$ cat src/rtl/fte_pkg.sv
// Shared types, codes and constants of the FAT entry engine.
package fte_pkg;

    // Default byte size of the table store
    localparam int TABLE_BYTES_DEF = 8192;

    // Width of a computed entry byte offset (16-bit cluster times two, plus headroom)
    localparam int OFF_W = 18;

    // Configuration port widths
    localparam int CFG_IDX_W  = 1;
    localparam int CFG_DATA_W = 12;

    // Configuration register indexes
    localparam logic [CFG_IDX_W-1:0] CFG_FAT16_MODE    = 1'd0;
    localparam logic [CFG_IDX_W-1:0] CFG_CLUSTER_COUNT = 1'd1;

    // Action codes
    localparam logic [1:0] ACT_LOAD  = 2'd0;
    localparam logic [1:0] ACT_GET   = 2'd1;
    localparam logic [1:0] ACT_SET   = 2'd2;
    localparam logic [1:0] ACT_ALLOC = 2'd3;

    // Status codes
    localparam logic [1:0] STAT_OK    = 2'd0;
    localparam logic [1:0] STAT_RANGE = 2'd1;
    localparam logic [1:0] STAT_FULL  = 2'd2;

    // End-of-chain marks and the 12-bit entry mask
    localparam logic [15:0] EOC_FAT12  = 16'h0FFF;
    localparam logic [15:0] EOC_FAT16  = 16'hFFFF;
    localparam logic [15:0] MASK_FAT12 = 16'h0FFF;

    // Request beat
    typedef struct packed {
        logic [1:0]  action;
        logic [15:0] cluster;
        logic [15:0] entry_value;
        logic [12:0] byte_address;
        logic [7:0]  byte_value;
    } fte_in_t;

    // Response beat
    typedef struct packed {
        logic [1:0]  status;
        logic [15:0] read_value;
        logic [15:0] found_cluster;
    } fte_out_t;

    // Controller states
    typedef enum logic [3:0] {
        FS_CLEAR,
        FS_IDLE,
        FS_EXEC,
        FS_ENT_CHK,
        FS_WR_LO,
        FS_WR_HI,
        FS_SCAN_RD,
        FS_SCAN_CHK,
        FS_DONE
    } fte_state_t;

    // Result selection for the result register
    typedef enum logic [2:0] {
        RES_NONE,
        RES_OK,
        RES_RANGE,
        RES_FULL,
        RES_READ,
        RES_FOUND
    } res_kind_t;

    // Commands from controller to datapath
    typedef struct packed {
        logic      clr_step;
        logic      capture;
        logic      load_write;
        logic      issue_read;
        logic      scan_init;
        logic      scan_next;
        logic      claim;
        logic      wr_lo;
        logic      wr_hi;
        logic      push_out;
        res_kind_t res;
    } fte_cmd_t;

    // Status from datapath to controller
    typedef struct packed {
        logic       clear_last;
        logic [1:0] action;
        logic       load_ok;
        logic       clus_ok;
        logic       off_ok;
        logic       scan_end;
        logic       entry_zero;
        logic       out_free;
    } fte_stat_t;

endpackage

$ cat src/rtl/fte_ctrl.sv
// Controller: sequences clearing, loads, entry access and the allocation scan.
module fte_ctrl
    import fte_pkg::*;
(
    input  logic      clk,
    input  logic      rst_n,
    input  logic      req_valid,
    output logic      req_ready,
    input  fte_stat_t stat,
    output fte_cmd_t  cmd
);

    fte_state_t state_reg;
    fte_state_t state_next;

    // State register
    always_ff @(posedge clk or negedge rst_n)
    begin
        if (!rst_n)
        begin
            state_reg <= FS_CLEAR;
        end
        else
        begin
            state_reg <= state_next;
        end
    end

    // Next state
    always_comb
    begin
        state_next = state_reg;
        case (state_reg)
            FS_CLEAR:
            begin
                if (stat.clear_last)
                begin
                    state_next = FS_IDLE;
                end
            end
            FS_IDLE:
            begin
                if (req_valid)
                begin
                    state_next = FS_EXEC;
                end
            end
            FS_EXEC:
            begin
                case (stat.action)
                    ACT_LOAD:
                    begin
                        state_next = FS_DONE;
                    end
                    ACT_GET, ACT_SET:
                    begin
                        state_next = (stat.clus_ok && stat.off_ok) ? FS_ENT_CHK : FS_DONE;
                    end
                    default:
                    begin
                        state_next = FS_SCAN_RD;
                    end
                endcase
            end
            FS_ENT_CHK:
            begin
                state_next = (stat.action == ACT_GET) ? FS_DONE : FS_WR_LO;
            end
            FS_WR_LO:
            begin
                state_next = FS_WR_HI;
            end
            FS_WR_HI:
            begin
                state_next = FS_DONE;
            end
            FS_SCAN_RD:
            begin
                if (stat.scan_end || !stat.off_ok)
                begin
                    state_next = FS_DONE;
                end
                else
                begin
                    state_next = FS_SCAN_CHK;
                end
            end
            FS_SCAN_CHK:
            begin
                state_next = stat.entry_zero ? FS_WR_LO : FS_SCAN_RD;
            end
            FS_DONE:
            begin
                if (stat.out_free)
                begin
                    state_next = FS_IDLE;
                end
            end
            default:
            begin
                state_next = FS_IDLE;
            end
        endcase
    end

    // Commands
    always_comb
    begin
        cmd       = '0;
        cmd.res   = RES_NONE;
        req_ready = 1'b0;
        case (state_reg)
            FS_CLEAR:
            begin
                cmd.clr_step = 1'b1;
            end
            FS_IDLE:
            begin
                req_ready   = 1'b1;
                cmd.capture = req_valid;
            end
            FS_EXEC:
            begin
                case (stat.action)
                    ACT_LOAD:
                    begin
                        cmd.load_write = stat.load_ok;
                        cmd.res        = stat.load_ok ? RES_OK : RES_RANGE;
                    end
                    ACT_GET, ACT_SET:
                    begin
                        if (stat.clus_ok && stat.off_ok)
                        begin
                            cmd.issue_read = 1'b1;
                        end
                        else
                        begin
                            cmd.res = RES_RANGE;
                        end
                    end
                    default:
                    begin
                        cmd.scan_init = 1'b1;
                    end
                endcase
            end
            FS_ENT_CHK:
            begin
                if (stat.action == ACT_GET)
                begin
                    cmd.res = RES_READ;
                end
            end
            FS_WR_LO:
            begin
                cmd.wr_lo = 1'b1;
            end
            FS_WR_HI:
            begin
                cmd.wr_hi = 1'b1;
                cmd.res   = (stat.action == ACT_ALLOC) ? RES_FOUND : RES_OK;
            end
            FS_SCAN_RD:
            begin
                if (stat.scan_end)
                begin
                    cmd.res = RES_FULL;
                end
                else if (!stat.off_ok)
                begin
                    cmd.res = RES_RANGE;
                end
                else
                begin
                    cmd.issue_read = 1'b1;
                end
            end
            FS_SCAN_CHK:
            begin
                if (stat.entry_zero)
                begin
                    cmd.claim = 1'b1;
                end
                else
                begin
                    cmd.scan_next = 1'b1;
                end
            end
            FS_DONE:
            begin
                cmd.push_out = stat.out_free;
            end
            default: ;
        endcase
    end

endmodule

$ cat config.mk
export PLATFORM = sky130hd
export DESIGN_NAME = fte_ctrl
export DESIGN_NICKNAME = d
export VERILOG_FILES = /design/src/rtl/fte_pkg.sv /design/src/rtl/fte_ctrl.sv
export SDC_FILE = /design/constraint.sdc
export NUM_CORES = 1
export LEC_CHECK = 0
export BUFFER_PORTS_ARGS = -buffer_cell sky130_fd_sc_hd__buf_2
export CORE_MARGIN = 3
export CORE_UTILIZATION = 40
export DETAILED_ROUTE_END_ITERATION = 16
export PLACE_DENSITY = 0.79
export SKIP_CTS_REPAIR_TIMING = 1
export SLEW_MARGIN = 20
export SYNTH_ARGS = -nofsm -noshare
export SYNTH_HDL_FRONTEND = slang
export SYNTH_SLANG_ARGS = --single-unit
$ cat constraint.sdc
create_clock -name clk -period 3 [get_ports clk]
set_clock_uncertainty 0.2 [all_clocks]
set_input_delay 0.45 -clock clk [delete_from_list [all_inputs] [get_ports clk]]
set_output_delay 0.45 -clock clk [all_outputs]
set_load 0.05 [all_outputs]
# Word level (Yosys, flattened, before mapping)
# Cells that the tools add are included.
# op_classes
eq_ne	14
n_mux	35
reduce_logical	8
# op_table
op	count
$pmux W4 S9	1
$mux W4	6
$eq A4 B3 Y1 const B	4
$mux W1	16
$mux W2	6
$pmux W3 S4	1
$eq A4 B2 Y1 const B	2
$pmux W4 S2	1
$mux W3	2
$ne A2 B2 Y1 const B	3
$eq A2 B2 Y1 const B	2
$eq A4 B1 Y1 const B	1
$eq A4 B4 Y1 const B	1
$logic_not A4 Y1	1
$pmux W2 S2	1
$reduce_and A3 Y1	1
$reduce_or A3 Y1	1
$eq A2 B1 Y1 const B	1
$logic_not A2 Y1	1
$pmux W1 S2	1
$reduce_or A2 Y1	1
$logic_and A1 B1 Y1	1
$logic_not A1 Y1	1
$logic_or A1 B1 Y1	1
# totals
regBits	4
input_bits	12
word_cells	58

# Depth between registers and ports, before layout
# depth
word_depth	4
ltp_mapped	5
mapped_depth_nobuf	5

# Worst setup path after synthesis
# OpenSTA, ideal clock, no wires.
# synth_timing
path_kind	register -> output
from	register state_reg[3]
to	output port cmd[11] in the netlist's numbering
t_arrival_ps	2264
setup_slack_ps	86
stages_incl_launch_ff	4
n_path_buf	1
path_cell_list	dfrtp_1 > clkbuf_1 > nor3_1 > and2_1
# synth_lines
element	line	source
start, declared	fte_ctrl.sv:13	fte_state_t state_reg;
start signal, assigned	fte_ctrl.sv:25	state_reg <= state_next;
end, declared	fte_ctrl.sv:10	output fte_cmd_t cmd

==> summary.txt <==
Timing
  • Final worst path period share: 0.852
  • Slew Limit Fails: 0
  • Setup_tns: 0 ns
  • Hold Violations, Final: 0
  • Minimum clock period: 2.56 ns
  • FMAX: 0.391 GHz
  • Worst slew pin tran: 0.529 ns
  • Slew headroom: 0.647
  • # setup viols final: 0
  • RSZ-0062 raised after global routing: no

Outcome
  • Status: complete, no violations

Place
  • Placed Area: 658 um^2
  • Routability cong.: 0.819
  • Buffers on Ports: 25
  • Dpl hpwl: 1080 um

Routing
  • Pre-Repair DR Iteration Count: 4
  • Vias: 640
  • DR WL/cell: 13.2 um
  • Final WL: 1450 um
  • Vias/cell: 5.82
  • DRC Markers: 0
  • Iter 0 DRT Violations: 24
  • Post-route ant nets: 0

Yosys
  • Syn_area_per_cell: 7.49 um^2
  • Post-synth net total: 89
  • Post-synthesis cell type count: 35
  • Ys Warns: 0
  • Post-Syn Area: 547 um^2
  • Synth Register Bits: 4
  • Cells after synthesis: 73
  • Post-synthesis sequential area ratio: 0.183

Final layout
  • Area Growth Syn to Fin: 26.3%
  • ANT cells: 0
  • Final Instance Area: 691 um^2
  • Share of cells above drive strength 1: 0.302
  • Final nets: 114
  • Final Core Density: 0.582
  • Max reg flops: 4

Critical path
  • Crit path launch type: register
  • RR Endpoint: state_reg[0]
  • CP endpoint kind: primary output
  • Critical Path AT: 1.91 ns
  • Reg-to-reg slack, setup: 0.99 ns
  • CP startpoint: state_reg[1]
  • WP data required: 2.35 ns
  • Crit Path Category: reg2out
  • FF-to-FF path depth: 3
  • Crit path max fanout: 18
  • Critical path endpoint: cmd[0]
  • FF-to-FF Start: state_reg[1]

Global routing
  • First-pass GRT wire length: 2380 um
  • Total grt overflow: 0
  • Initial antenna violation count: 0
  • Vias in the first global route: 552
  • Largest net degree at the start of global routing: 20
  • GRT Total Usage: 0.168

Min path
  • Hold crit path type: in2async

Floorplanning
  • Std cell rows: 12
  • Die Wd: 43.0 um
  • Die area: 0.00185 mm^2
  • Initial Utilization: 0.461
  • CORE AREA: 0.00119 mm^2
  • # IOs: 26
  • Die Y: 43.0 um

Clocking
  • CTS tree: yes
  • TritonCTS Buffers: 3
  • Worst-skew pair later-pin latency: 0.24 ns
  • Clock Tree Buf Depth: 2
  • CTS root buffer: clkbuf_4
  • H-tree depth: 1
  • Clock sinks: 4
  • CTS clk-pin slew, worst paths: 0.04 ns

Power and ir drop
  • Leakage: 0.340 nW
  • VDD IR max: 0.000423 V
  • P per Cell Area: 887 mW/mm^2

Run
  • Max_cap viols: 0
==> cell usage after synthesis <==
cell	instances	area (um^2)
or3_1	1	6.26
o32ai_1	1	8.76
inv_1	5	18.8
or2b_1	1	7.51
clkbuf_1	4	15.0
o21ai_0	3	15.0
and3_1	1	6.26
nand3_1	1	5.00
dfrtp_1	4	100
a31oi_1	1	6.26
mux2i_1	1	10.0
nor2b_1	3	18.8
and4_1	1	8.76
buf_2	1	5.00
a311o_1	1	10.0
ha_1	4	50.1
o22ai_1	1	6.26
buf_6	1	11.3
and2_1	2	12.5
o21bai_1	1	7.51
o31a_1	1	8.76
o221ai_1	1	8.76
a21oi_1	6	30.0
nor4_1	1	6.26
a32oi_1	1	8.76
nand3b_1	2	15.0
nor3_1	6	30.0
a211o_1	1	8.76
nor2_1	2	7.51
nor4b_1	2	17.5
and3b_1	1	8.76
nand2b_1	4	25.0
and4b_1	1	10.0
or4b_4	1	13.8
nand2_1	5	18.8
==> final cells by class <==
cell class	instances	area (um^2)
clock buffers	3	22.5
fillers	120	495
inverters	5	18.8
well taps	14	17.5
flip-flops and latches	4	100
multi-input cells	58	397
repair buffers	26	135
==> critical path, cell delays in order, from the launching register on <==
cell	delay (ns)
dfrtp_1	0.63
nor4b_1	0.42
and3_1	0.22
o21bai_1	0.10
buf_2	0.28
==> per-layer routing <==
metal | up-vias | wire (um) | GRT usage
met1 | 293 | 628 | 0.204
met4 | 0 | 17 | 0.0723
met5 | - | 0 | 0
met2 | 28 | 704 | 0.266
met3 | 4 | 100 | 0.0551
li1 | 315 | - | -
==> how the worst min path moves through the flow <==
stage	cells past startpoint	endpoint	start	slack [ns]
after detailed placement	1	state_reg[0]	rst_n	0.06
after global placement	1	state_reg[0]	rst_n	0.06
after floorplan	0	state_reg[0]	rst_n	-0.05
after CTS	1	state_reg[1]	rst_n	-0.20
after global routing	2	state_reg[1]	rst_n	0.37
final	2	state_reg[1]	rst_n	0.34
==> placed cells by master, fill, tap and decap left out, types with 2 or more instances in the layout <==
| cell type | count |
|---|---|
| a21oi_1 | 6 |
| and2_1 | 2 |
| buf_2 | 25 |
| clkbuf_4 | 3 |
| dfrtp_1 | 4 |
| ha_1 | 4 |
| inv_1 | 5 |
| nand2_1 | 5 |
| nand2b_1 | 4 |
| nand3b_1 | 2 |
| nor2_1 | 2 |
| nor2b_1 | 3 |
| nor3_1 | 6 |
| nor4b_1 | 2 |
| o21ai_0 | 3 |
==> where the power goes <==
| group | internal [mW] | switching [mW] |
|---|---|---|
| Sequential | 0.0743 | 0.0745 |
| Combinational | 0.124 | 0.271 |
| Clock | 0.0449 | 0.0247 |
==> cell families (layout without fill, tap and decap cells) <==
kind of cell    Yosys count  after routing  share of synthesized area
compound gates           18             18                      0.217
mux                       1              1                     0.0183
flops                     4              4                      0.183
fa+ha+maj                 4              4                     0.0915
simple gates             35             35                      0.398
buf+inv                  11             34                     0.0915
==> per-stage QoR <==
stage               power [mW]  hold WS (ns)  setup slack, ns  std cells
floorplan                0.470       -0.0456           0.0858         73
global placement         0.533        0.0556            0.776        106
detailed placement       0.538        0.0578            0.704        106
CTS                      0.611        -0.198            0.441        109
global route             0.659         0.365            0.280        110
finish                   0.613         0.339            0.445        110
No activity file was read; power rests on OpenSTA's default activity.
